[src/rtl/apm_pkg.sv]
// ----------------------------------------------------------------------------
// apm_pkg
// Shared types and constants of the audio peak and RMS level meter.
// ----------------------------------------------------------------------------
`default_nettype none

package apm_pkg;

   localparam int CHANNELS_DEFAULT    = 6;
   localparam int SAMPLE_BITS_DEFAULT = 24;

   localparam int SUM_BITS   = 64;
   localparam int TOTAL_BITS = 32;
   localparam int ROOT_BITS  = SUM_BITS / 2;
   localparam int LEVEL_BITS = 24;

   localparam logic [1:0] OP_SAMPLE  = 2'd0;
   localparam logic [1:0] OP_PUBLISH = 2'd1;
   localparam logic [1:0] OP_BLOCK   = 2'd2;
   localparam logic [1:0] OP_RESTART = 2'd3;

   typedef struct packed {
      logic [1:0]         opcode;
      logic [2:0]         channel_index;
      logic signed [23:0] sample_value;
      logic [12:0]        block_frames;
   } req_type;

   typedef struct packed {
      logic [2:0]            out_channel;
      logic [LEVEL_BITS-1:0] peak_level;
      logic [LEVEL_BITS-1:0] rms_level;
      logic                  rms_valid;
   } rsp_type;

endpackage

`default_nettype wire

[src/rtl/apm_divider.sv]
// ----------------------------------------------------------------------------
// apm_divider
// Bit-serial restoring divider: one quotient bit per cycle, the dividend
// shifting out of the top of the quotient register as quotient bits enter.
// ----------------------------------------------------------------------------
`default_nettype none

module apm_divider (
   input  wire logic                           clock,
   input  wire logic                           reset,
   input  wire logic                           start,
   input  wire logic [apm_pkg::SUM_BITS-1:0]   dividend,
   input  wire logic [apm_pkg::TOTAL_BITS-1:0] divisor,
   output logic                                done,
   output logic [apm_pkg::SUM_BITS-1:0]        quotient
);
   import apm_pkg::*;

   localparam int CountBits = $clog2(SUM_BITS + 1);

   logic                    busy_ff;
   logic                    done_ff;
   logic [CountBits-1:0]    count_ff;
   logic [SUM_BITS-1:0]     quo_ff;
   logic [TOTAL_BITS-1:0]   rem_ff;
   logic [TOTAL_BITS-1:0]   divisor_ff;
   logic [TOTAL_BITS:0]     rem_shift;
   logic [TOTAL_BITS:0]     rem_in;
   logic                    fits;

   assign rem_shift = {rem_ff, quo_ff[SUM_BITS-1]};
   assign fits      = rem_shift >= {1'b0, divisor_ff};
   assign rem_in    = fits ? (rem_shift - {1'b0, divisor_ff}) : rem_shift;

   always_ff @(posedge clock) begin
      if (reset) begin
         busy_ff  <= 1'b0;
         done_ff  <= 1'b0;
         count_ff <= '0;
      end else begin
         done_ff <= 1'b0;
         if (start) begin
            busy_ff  <= 1'b1;
            count_ff <= CountBits'(SUM_BITS);
         end else if (busy_ff) begin
            count_ff <= count_ff - 1'b1;
            if (count_ff == CountBits'(1)) begin
               busy_ff <= 1'b0;
               done_ff <= 1'b1;
            end
         end
      end
   end

   always_ff @(posedge clock) begin
      if (start) begin
         quo_ff     <= dividend;
         rem_ff     <= '0;
         divisor_ff <= divisor;
      end else if (busy_ff) begin
         quo_ff <= {quo_ff[SUM_BITS-2:0], fits};
         rem_ff <= rem_in[TOTAL_BITS-1:0];
      end
   end

   assign done     = done_ff;
   assign quotient = quo_ff;

endmodule

`default_nettype wire

[src/rtl/apm_isqrt.sv]
// ----------------------------------------------------------------------------
// apm_isqrt
// Digit-by-digit integer square root: two radicand bits enter and one root
// bit leaves per cycle, giving the truncated root.
// ----------------------------------------------------------------------------
`default_nettype none

module apm_isqrt (
   input  wire logic                          clock,
   input  wire logic                          reset,
   input  wire logic                          start,
   input  wire logic [apm_pkg::SUM_BITS-1:0]  radicand,
   output logic                               done,
   output logic [apm_pkg::ROOT_BITS-1:0]      root
);
   import apm_pkg::*;

   localparam int CountBits = $clog2(ROOT_BITS + 1);
   localparam int RemBits   = ROOT_BITS + 2;

   logic                  busy_ff;
   logic                  done_ff;
   logic [CountBits-1:0]  count_ff;
   logic [SUM_BITS-1:0]   rad_ff;
   logic [RemBits-1:0]    rem_ff;
   logic [ROOT_BITS-1:0]  root_ff;
   logic [RemBits+1:0]    rem_shift;
   logic [RemBits+1:0]    trial;
   logic [RemBits+1:0]    rem_in;
   logic                  fits;

   assign rem_shift = {rem_ff, rad_ff[SUM_BITS-1:SUM_BITS-2]};
   assign trial     = {2'b00, root_ff, 2'b01};
   assign fits      = rem_shift >= trial;
   assign rem_in    = fits ? (rem_shift - trial) : rem_shift;

   always_ff @(posedge clock) begin
      if (reset) begin
         busy_ff  <= 1'b0;
         done_ff  <= 1'b0;
         count_ff <= '0;
      end else begin
         done_ff <= 1'b0;
         if (start) begin
            busy_ff  <= 1'b1;
            count_ff <= CountBits'(ROOT_BITS);
         end else if (busy_ff) begin
            count_ff <= count_ff - 1'b1;
            if (count_ff == CountBits'(1)) begin
               busy_ff <= 1'b0;
               done_ff <= 1'b1;
            end
         end
      end
   end

   always_ff @(posedge clock) begin
      if (start) begin
         rad_ff  <= radicand;
         rem_ff  <= '0;
         root_ff <= '0;
      end else if (busy_ff) begin
         rad_ff  <= {rad_ff[SUM_BITS-3:0], 2'b00};
         rem_ff  <= rem_in[RemBits-1:0];
         root_ff <= {root_ff[ROOT_BITS-2:0], fits};
      end
   end

   assign done = done_ff;
   assign root = root_ff;

endmodule

`default_nettype wire

[src/rtl/audio_peak_rms_meter_top.sv]
// ----------------------------------------------------------------------------
// audio_peak_rms_meter_top
// Peak and RMS level meter for up to CHANNELS audio channels.
// ----------------------------------------------------------------------------
// A sample request passes through accept, square and accumulate steps;
// block-end and restart requests and ignored channels finish on acceptance.
// A publish request runs load, bit-serial divide, square-root and output
// steps in order, and holds in output while the response register is full.
// A publish whose total is zero skips the divide and square-root steps.
// Synchronous reset clears sums, peaks, frame total and the response valid flag.
`default_nettype none

module audio_peak_rms_meter_top #(
   parameter int CHANNELS    = apm_pkg::CHANNELS_DEFAULT,
   parameter int SAMPLE_BITS = apm_pkg::SAMPLE_BITS_DEFAULT
) (
   input  wire logic             clock,
   input  wire logic             reset,
   input  wire logic             req_valid,
   output logic                  req_stall,
   input  wire apm_pkg::req_type req_data,
   output logic                  rsp_valid,
   input  wire logic             rsp_stall,
   output apm_pkg::rsp_type      rsp_data
);
   import apm_pkg::*;

   localparam int ChBits  = (CHANNELS > 1) ? $clog2(CHANNELS) : 1;
   localparam int SqBits  = 2 * SAMPLE_BITS;
   localparam logic [ROOT_BITS-1:0] FullScale = ROOT_BITS'(1) << (SAMPLE_BITS - 1);

   typedef enum logic [2:0] {
      ST_IDLE,
      ST_SQUARE,
      ST_ACCUM,
      ST_PUB_LOAD,
      ST_DIVIDE,
      ST_ROOT,
      ST_PUB_OUT
   } state_type;

   state_type                state_ff;
   logic [ChBits-1:0]        ch_ff;
   logic [SAMPLE_BITS-1:0]   mag_ff;
   logic [SqBits-1:0]        sq_ff;
   logic [SUM_BITS-1:0]      sum_ff  [CHANNELS];
   logic [SAMPLE_BITS-1:0]   peak_ff [CHANNELS];
   logic [TOTAL_BITS-1:0]    total_ff;
   logic [SAMPLE_BITS-1:0]   pend_peak_ff;
   logic [ROOT_BITS-1:0]     pend_rms_ff;
   logic                     pend_valid_ff;
   logic                     rsp_valid_ff;
   rsp_type                  rsp_data_ff;

   logic                     accept;
   logic                     ch_ok;
   logic [SAMPLE_BITS-1:0]   raw;
   logic [SAMPLE_BITS-1:0]   mag;
   logic [SqBits-1:0]        square;
   logic [SUM_BITS:0]        sum_add;
   logic [TOTAL_BITS:0]      total_add;
   logic                     div_start;
   logic                     div_done;
   logic [SUM_BITS-1:0]      div_quo;
   logic                     root_start;
   logic                     root_done;
   logic [ROOT_BITS-1:0]     root_val;
   logic                     rsp_free;

   assign accept    = req_valid && !req_stall;
   assign req_stall = (state_ff != ST_IDLE);
   assign ch_ok     = 32'(req_data.channel_index) < CHANNELS;
   assign raw       = SAMPLE_BITS'($unsigned(req_data.sample_value));
   // The two's-complement negation of the most negative code is itself,
   // which is exactly the full-scale magnitude.
   assign mag       = raw[SAMPLE_BITS-1] ? (~raw + 1'b1) : raw;
   assign square    = mag_ff * mag_ff;
   assign sum_add   = {1'b0, sum_ff[ch_ff]} + (SUM_BITS + 1)'(sq_ff);
   assign total_add = {1'b0, total_ff} + (TOTAL_BITS + 1)'(req_data.block_frames);
   assign div_start = (state_ff == ST_PUB_LOAD) && (total_ff != '0);
   assign root_start = (state_ff == ST_DIVIDE) && div_done;
   assign rsp_free  = !rsp_valid_ff || !rsp_stall;

   apm_divider u_divider (
      .clock    (clock),
      .reset    (reset),
      .start    (div_start),
      .dividend (sum_ff[ch_ff]),
      .divisor  (total_ff),
      .done     (div_done),
      .quotient (div_quo)
   );

   apm_isqrt u_isqrt (
      .clock    (clock),
      .reset    (reset),
      .start    (root_start),
      .radicand (div_quo),
      .done     (root_done),
      .root     (root_val)
   );

   always_ff @(posedge clock) begin
      if (reset) begin
         state_ff     <= ST_IDLE;
         total_ff     <= '0;
         rsp_valid_ff <= 1'b0;
         for (int i = 0; i < CHANNELS; i++) begin
            sum_ff[i]  <= '0;
            peak_ff[i] <= '0;
         end
      end else begin
         if ((state_ff == ST_PUB_OUT) && rsp_free) begin
            rsp_valid_ff <= 1'b1;
         end else if (rsp_valid_ff && !rsp_stall) begin
            rsp_valid_ff <= 1'b0;
         end
         case (state_ff)
            ST_IDLE: begin
               if (accept) begin
                  case (req_data.opcode)
                     OP_SAMPLE: begin
                        if (ch_ok) begin
                           state_ff <= ST_SQUARE;
                        end
                     end
                     OP_PUBLISH: begin
                        if (ch_ok) begin
                           state_ff <= ST_PUB_LOAD;
                        end
                     end
                     OP_BLOCK: begin
                        total_ff <= total_add[TOTAL_BITS] ? '1 : total_add[TOTAL_BITS-1:0];
                     end
                     OP_RESTART: begin
                        total_ff <= '0;
                        for (int i = 0; i < CHANNELS; i++) begin
                           sum_ff[i] <= '0;
                        end
                     end
                     default: begin
                        state_ff <= ST_IDLE;
                     end
                  endcase
               end
            end
            ST_SQUARE: begin
               if (mag_ff > peak_ff[ch_ff]) begin
                  peak_ff[ch_ff] <= mag_ff;
               end
               state_ff <= ST_ACCUM;
            end
            ST_ACCUM: begin
               sum_ff[ch_ff] <= sum_add[SUM_BITS] ? '1 : sum_add[SUM_BITS-1:0];
               state_ff      <= ST_IDLE;
            end
            ST_PUB_LOAD: begin
               peak_ff[ch_ff] <= '0;
               state_ff       <= (total_ff != '0) ? ST_DIVIDE : ST_PUB_OUT;
            end
            ST_DIVIDE: begin
               if (div_done) begin
                  state_ff <= ST_ROOT;
               end
            end
            ST_ROOT: begin
               if (root_done) begin
                  state_ff <= ST_PUB_OUT;
               end
            end
            ST_PUB_OUT: begin
               if (rsp_free) begin
                  rsp_data_ff.out_channel <= 3'(ch_ff);
                  rsp_data_ff.peak_level  <= LEVEL_BITS'(pend_peak_ff);
                  rsp_data_ff.rms_level   <= pend_rms_ff[LEVEL_BITS-1:0];
                  rsp_data_ff.rms_valid   <= pend_valid_ff;
                  state_ff                <= ST_IDLE;
               end
            end
            default: begin
               state_ff <= ST_IDLE;
            end
         endcase
      end
   end

   // Payload registers.
   always_ff @(posedge clock) begin
      if (accept) begin
         ch_ff  <= ChBits'(req_data.channel_index);
         mag_ff <= mag;
      end
      if (state_ff == ST_SQUARE) begin
         sq_ff <= square;
      end
      if (state_ff == ST_PUB_LOAD) begin
         pend_peak_ff  <= peak_ff[ch_ff];
         pend_rms_ff   <= '0;
         pend_valid_ff <= (total_ff != '0);
      end
      if ((state_ff == ST_ROOT) && root_done) begin
         pend_rms_ff <= (root_val > FullScale) ? FullScale : root_val;
      end
   end

   assign rsp_valid = rsp_valid_ff;
   assign rsp_data  = rsp_data_ff;

   a_div_done_in_divide: assert property (@(posedge clock) disable iff (reset)
      div_done |-> (state_ff == ST_DIVIDE))
      else $error("divider finished outside the divide state");

   a_root_done_in_root: assert property (@(posedge clock) disable iff (reset)
      root_done |-> (state_ff == ST_ROOT))
      else $error("square root finished outside the root state");

   a_peak_cleared: assert property (@(posedge clock) disable iff (reset)
      (state_ff == ST_PUB_LOAD) |=> (peak_ff[ch_ff] == '0))
      else $error("channel peak not cleared by publish");

   a_rms_zero_when_invalid: assert property (@(posedge clock) disable iff (reset)
      (rsp_valid_ff && !rsp_data_ff.rms_valid) |-> (rsp_data_ff.rms_level == '0))
      else $error("rms level nonzero without a frame total");

   a_rsp_slot_free: assert property (@(posedge clock) disable iff (reset)
      ((state_ff == ST_PUB_OUT) && rsp_free) |=> rsp_valid_ff)
      else $error("published levels did not reach the response register");

endmodule

`default_nettype wire
[config.mk]
export PLATFORM = sky130hd
export DESIGN_NAME = audio_peak_rms_meter_top
export DESIGN_NICKNAME = d
export VERILOG_FILES = /design/src/rtl/apm_pkg.sv /design/src/rtl/apm_divider.sv /design/src/rtl/apm_isqrt.sv /design/src/rtl/audio_peak_rms_meter_top.sv
export SDC_FILE = /design/constraint.sdc
export NUM_CORES = 2
export LEC_CHECK = 0
export BUFFER_PORTS_ARGS = -buffer_cell sky130_fd_sc_hd__buf_2
export CELL_PAD_IN_SITES_DETAIL_PLACEMENT = 1
export CELL_PAD_IN_SITES_GLOBAL_PLACEMENT = 1
export CORE_ASPECT_RATIO = 1.2
export CORE_MARGIN = 2
export CORE_UTILIZATION = 45
export CTS_CLUSTER_SIZE = 30
export DETAILED_ROUTE_END_ITERATION = 10
export PLACE_DENSITY_LB_ADDON = 0.1
export SLEW_MARGIN = 30
export SYNTH_ARGS = -nofsm -noshare
export SYNTH_HDL_FRONTEND = slang
export SYNTH_HIERARCHICAL = 1
export SYNTH_SLANG_ARGS = --single-unit
[constraint.sdc]
create_clock -name clock -period 7.1 [get_ports clock]
set_input_delay 0.355 -clock clock [delete_from_list [all_inputs] [get_ports clock]]
set_output_delay 0.355 -clock clock [all_outputs]
set_load 0.005 [all_outputs]
==> run summary <==
The count of standard-cell rows came out at 162. The tools report the clock root buffer master as sky130_fd_sc_hd__clkbuf_16. After clock tree synthesis, the clock-pin slew on the worst setup and hold paths is 60 ps. In this run, distinct cell masters in the synthesized netlist total 103. The element type at the critical path start is a flop.

The type of the worst setup path is flop to flop. The tools report the overall global routing resource usage as 26.4%. The final-report setup violation count came out at 4.

The number of flops mapped to enable cells by yosys was 1039. The data arrival time of the critical path is 7790 ps. The final worst-path setup slack is -156 ps, and the largest net degree at the start of global routing is 103.

For this configuration, the core starts out at a cell density of 45.3%. The flow ran to the end, but the final reports show violations. In the final routed layout, each cell accounts on average for 24.5 µm. The routed design has 219 mm of wire. The number of antenna violations at the first check in global routing came out at 1. The detailed router finished its first iteration with 2997 violations. Compared with the post-synthesis result, the final layout area differs by 15.1%.

The tools report the clock latency of the later-clocked register in the worst-skew pair as 810 ps. No sink is reached through more buffers than the 3 on the longest clock path. In this run the remaining antenna-violating nets after routing total 0.

The count of warnings emitted by yosys is 6. Across the run, the number of max-cap violations was 0. After detailed routing, the number of remaining DRC violations is 0. The category of the worst setup path capture point was a flop. The final route contains 50500 vias. TritonCTS built the clock tree.

The slew of the pin with the lowest slew margin works out to 1020 ps. Port buffer count: 99. Leaving out fill and tap cells, the most frequent cells in the layout are 1039 x sky130_fd_sc_hd__edfxtp_1, 763 x sky130_fd_sc_hd__nor2_1, 693 x sky130_fd_sc_hd__inv_1. The number of buffers created by CTS was 132; the cell area after synthesis was 73400 µm².

During I/O placement, the number of pins put on the boundary was 100. Via count of the first global-routing pass: 55400. The async set-reset flop share out of synthesis is 0%, and the global-route wire length before repair is 334 mm.

The run gives 52.1% as the share of the core filled with cells in the final layout. The run gives 0 as the global route total overflow. The maximum level of the CTS H-tree is 4.

For the estimated wirelength of the detail-placed design, the log shows 156 mm. The number of slew-limit violations in the final report was 0. The die covers 166000 µm².

Each instance of the synthesized netlist takes up on average 11.7 µm². The number of iterations in the first detailed-routing pass is 7, and the minimum period implied by the final worst setup slack is 7260 ps. The ratio of routed vias to standard cells works out to 5.65. The biggest fanout along the worst timing path works out to 5.

Setup repair after global routing could not meet its margin everywhere. The tree built by TritonCTS fans out to 1193 sinks. Measured against its own limit, the worst slew margin works out to 31.3%. Across the routed clock network, the largest skew measured is 39.6 ps. Based on the critical path, the design can be clocked at up to 0.138 GHz. After synthesis, flip-flops and latches occupy 46.7% of the total area.

The checks that failed: setup timing. Data required time of the worst path: 7630 ps. Leading register cell type out of synthesis: sky130_fd_sc_hd__edfxtp_1.

After technology mapping, the gate count stands at 6294. The net count after synthesis is 7099. In this run the horizontal extent of the chip is 373 µm. The layout cell share with drive strength beyond 1 was 20.7%; the final layout net count was 7499.

The library cell used most frequently in the layout, excluding fill and tap cells, is sky130_fd_sc_hd__edfxtp_1. The number of register bits inferred by synthesis was 1193; the vertical extent of the die was 446 µm. In the finished design, the share of the clock period the worst path needs comes to 102%. The routability-driven placement congestion ratio was 0.890. The area of the core is 162000 µm², and the hold violation total from the final report is 0.

The min-delay analysis places its worst path in the category primary input to flop.
==> per-layer routing <==
metal | track usage, % | wire length (µm) | part of all wire, %
met1 | 32.1 | 88700 | 40
met2 | 48.6 | 116000 | 53
met3 | 2.76 | 6950 | 3.2
met4 | 8.92 | 7230 | 3.3
met5 | 0 | 0 | 0
==> final cells by class <==
cell class | count | area [µm²]
Clock inverter | 82 | 842
Timing Repair Buffer | 574 | 4540
Fill cell | 17000 | 77700
Tap cell | 2132 | 2670
Antenna cell | 1 | 2.50
Clock buffer | 156 | 3420
Inverter | 787 | 2970
Sequential cell | 1193 | 34300
Multi-Input combinational cell | 4006 | 35700
==> what timing repair did <==
action	in CTS	in global routing
hold endpoints to repair	33	0
pin swaps	42	88
endpoints found under the setup margin	24	20
hold buffers	29	0
buffers inserted	22	19
gates resized for setup	113	90
gates cloned	1	0
==> synth_stat cells, types with 21 or more instances <==
master | number | area (µm²)
sky130_fd_sc_hd__a211oi_1 | 24 | 180
sky130_fd_sc_hd__a21o_1 | 87 | 653
sky130_fd_sc_hd__a21oi_1 | 238 | 1190
sky130_fd_sc_hd__a31oi_1 | 36 | 225
sky130_fd_sc_hd__and2_1 | 65 | 407
sky130_fd_sc_hd__and3_1 | 107 | 669
sky130_fd_sc_hd__and4_1 | 27 | 236
sky130_fd_sc_hd__buf_1 | 30 | 113
sky130_fd_sc_hd__buf_2 | 29 | 145
sky130_fd_sc_hd__clkbuf_1 | 239 | 897
sky130_fd_sc_hd__dfxtp_1 | 154 | 3080
sky130_fd_sc_hd__edfxtp_1 | 1039 | 31200
sky130_fd_sc_hd__fa_1 | 425 | 8510
sky130_fd_sc_hd__ha_1 | 334 | 4180
sky130_fd_sc_hd__inv_1 | 724 | 2720
sky130_fd_sc_hd__inv_2 | 58 | 218
sky130_fd_sc_hd__mux2_2 | 188 | 2120
sky130_fd_sc_hd__mux2i_1 | 75 | 751
sky130_fd_sc_hd__mux4_2 | 176 | 3960
sky130_fd_sc_hd__nand2_1 | 418 | 1570
sky130_fd_sc_hd__nand2b_1 | 27 | 169
sky130_fd_sc_hd__nand3_1 | 75 | 375
sky130_fd_sc_hd__nand4_1 | 55 | 344
sky130_fd_sc_hd__nor2_1 | 794 | 2980
sky130_fd_sc_hd__nor2b_1 | 28 | 175
sky130_fd_sc_hd__nor3_1 | 79 | 395
sky130_fd_sc_hd__nor4_1 | 38 | 238
sky130_fd_sc_hd__o211ai_1 | 25 | 188
sky130_fd_sc_hd__o21a_1 | 26 | 195
sky130_fd_sc_hd__o21ai_0 | 104 | 521
sky130_fd_sc_hd__o21ai_1 | 64 | 320
sky130_fd_sc_hd__o21bai_1 | 32 | 240
sky130_fd_sc_hd__o31ai_1 | 21 | 158
sky130_fd_sc_hd__or3_1 | 23 | 144
sky130_fd_sc_hd__xnor2_1 | 115 | 1010
sky130_fd_sc_hd__xor2_1 | 61 | 534
==> state kept, by name, summed over array words and instances, names as in the netlist, 24 cells and up, named ones only <==
register / flops
sum_ff: 512
u_divider/divisor_ff: 32
total_ff: 32
sq_ff: 47
rsp_data: 52
mag_ff: 24
pend_peak_ff: 24
u_isqrt/root: 32
peak_ff: 192
pend_rms_ff: 24
u_divider/rem_ff: 32
u_divider/quotient: 64
u_isqrt/rem_ff: 34
u_isqrt/rad_ff: 64
==> kinds of logic (layout without fill, tap and decap cells) <==
family	count (synthesis)	in the layout	synth area share, %
AOI/OAI and AO/OA	830	830	7.65
xor gates and xnor gates	177	177	2.12
adders and majority gates	759	759	17.3
buffers and inverters	1095	1599	5.72
DFF	1193	1193	46.7
muxes	445	445	9.42
other	0	1	0
and+or+nand+nor	1795	1795	11.1
==> worst max-delay path, cell delays in order, from the launching register on <==
cell and delay, ps:
sky130_fd_sc_hd__edfxtp_1 470, sky130_fd_sc_hd__buf_12 180, sky130_fd_sc_hd__nand2_1 70, sky130_fd_sc_hd__inv_1 60, sky130_fd_sc_hd__fa_1 540, sky130_fd_sc_hd__inv_1 60, sky130_fd_sc_hd__fa_1 530, sky130_fd_sc_hd__fa_1 450
sky130_fd_sc_hd__fa_1 550, sky130_fd_sc_hd__inv_1 60, sky130_fd_sc_hd__fa_1 470, sky130_fd_sc_hd__fa_1 610, sky130_fd_sc_hd__inv_2 50, sky130_fd_sc_hd__fa_1 500, sky130_fd_sc_hd__inv_2 50, sky130_fd_sc_hd__ha_4 250
sky130_fd_sc_hd__and3_4 200, sky130_fd_sc_hd__nand2_4 60, sky130_fd_sc_hd__or4_4 500, sky130_fd_sc_hd__a211oi_4 270, sky130_fd_sc_hd__a2111oi_4 90, sky130_fd_sc_hd__nand3b_1 230, sky130_fd_sc_hd__o211ai_1 220, sky130_fd_sc_hd__buf_4 140
sky130_fd_sc_hd__nor4_1 30, sky130_fd_sc_hd__or3_1 340
==> per-stage QoR <==
stage / TNS [ps] / instances / area (µm²) / worst slack, ps / hold WS (ps)
detailed placement: -10410 / 8624 / 78900 / -883 / 406
global placement: -8490 / 8623 / 78800 / -744 / 403
finish: -263 / 8931 / 84500 / -156 / 70.1
CTS: -333 / 8913 / 84000 / -194 / 6.84
floorplan: 0 / 6294 / 73500 / 0.342 / 400
global route: -3090 / 8931 / 84500 / -399 / 30.9
==> final timing paths <==
path	startpoint	endpoint	slack, ps	depth (start not counted)
max	mag_ff[11]	sq_ff[45]	-160	25
min	req_data[28]	mag_ff[15]	70	2
max reg2reg	mag_ff[11]	sq_ff[45]	-160	25
min reg2reg	pend_peak_ff[12]	rsp_data[37]	410	0
Power is left out: the tool's default activity adds up to more than one toggle a clock period on the data nets, which glitch-free logic cannot reach.
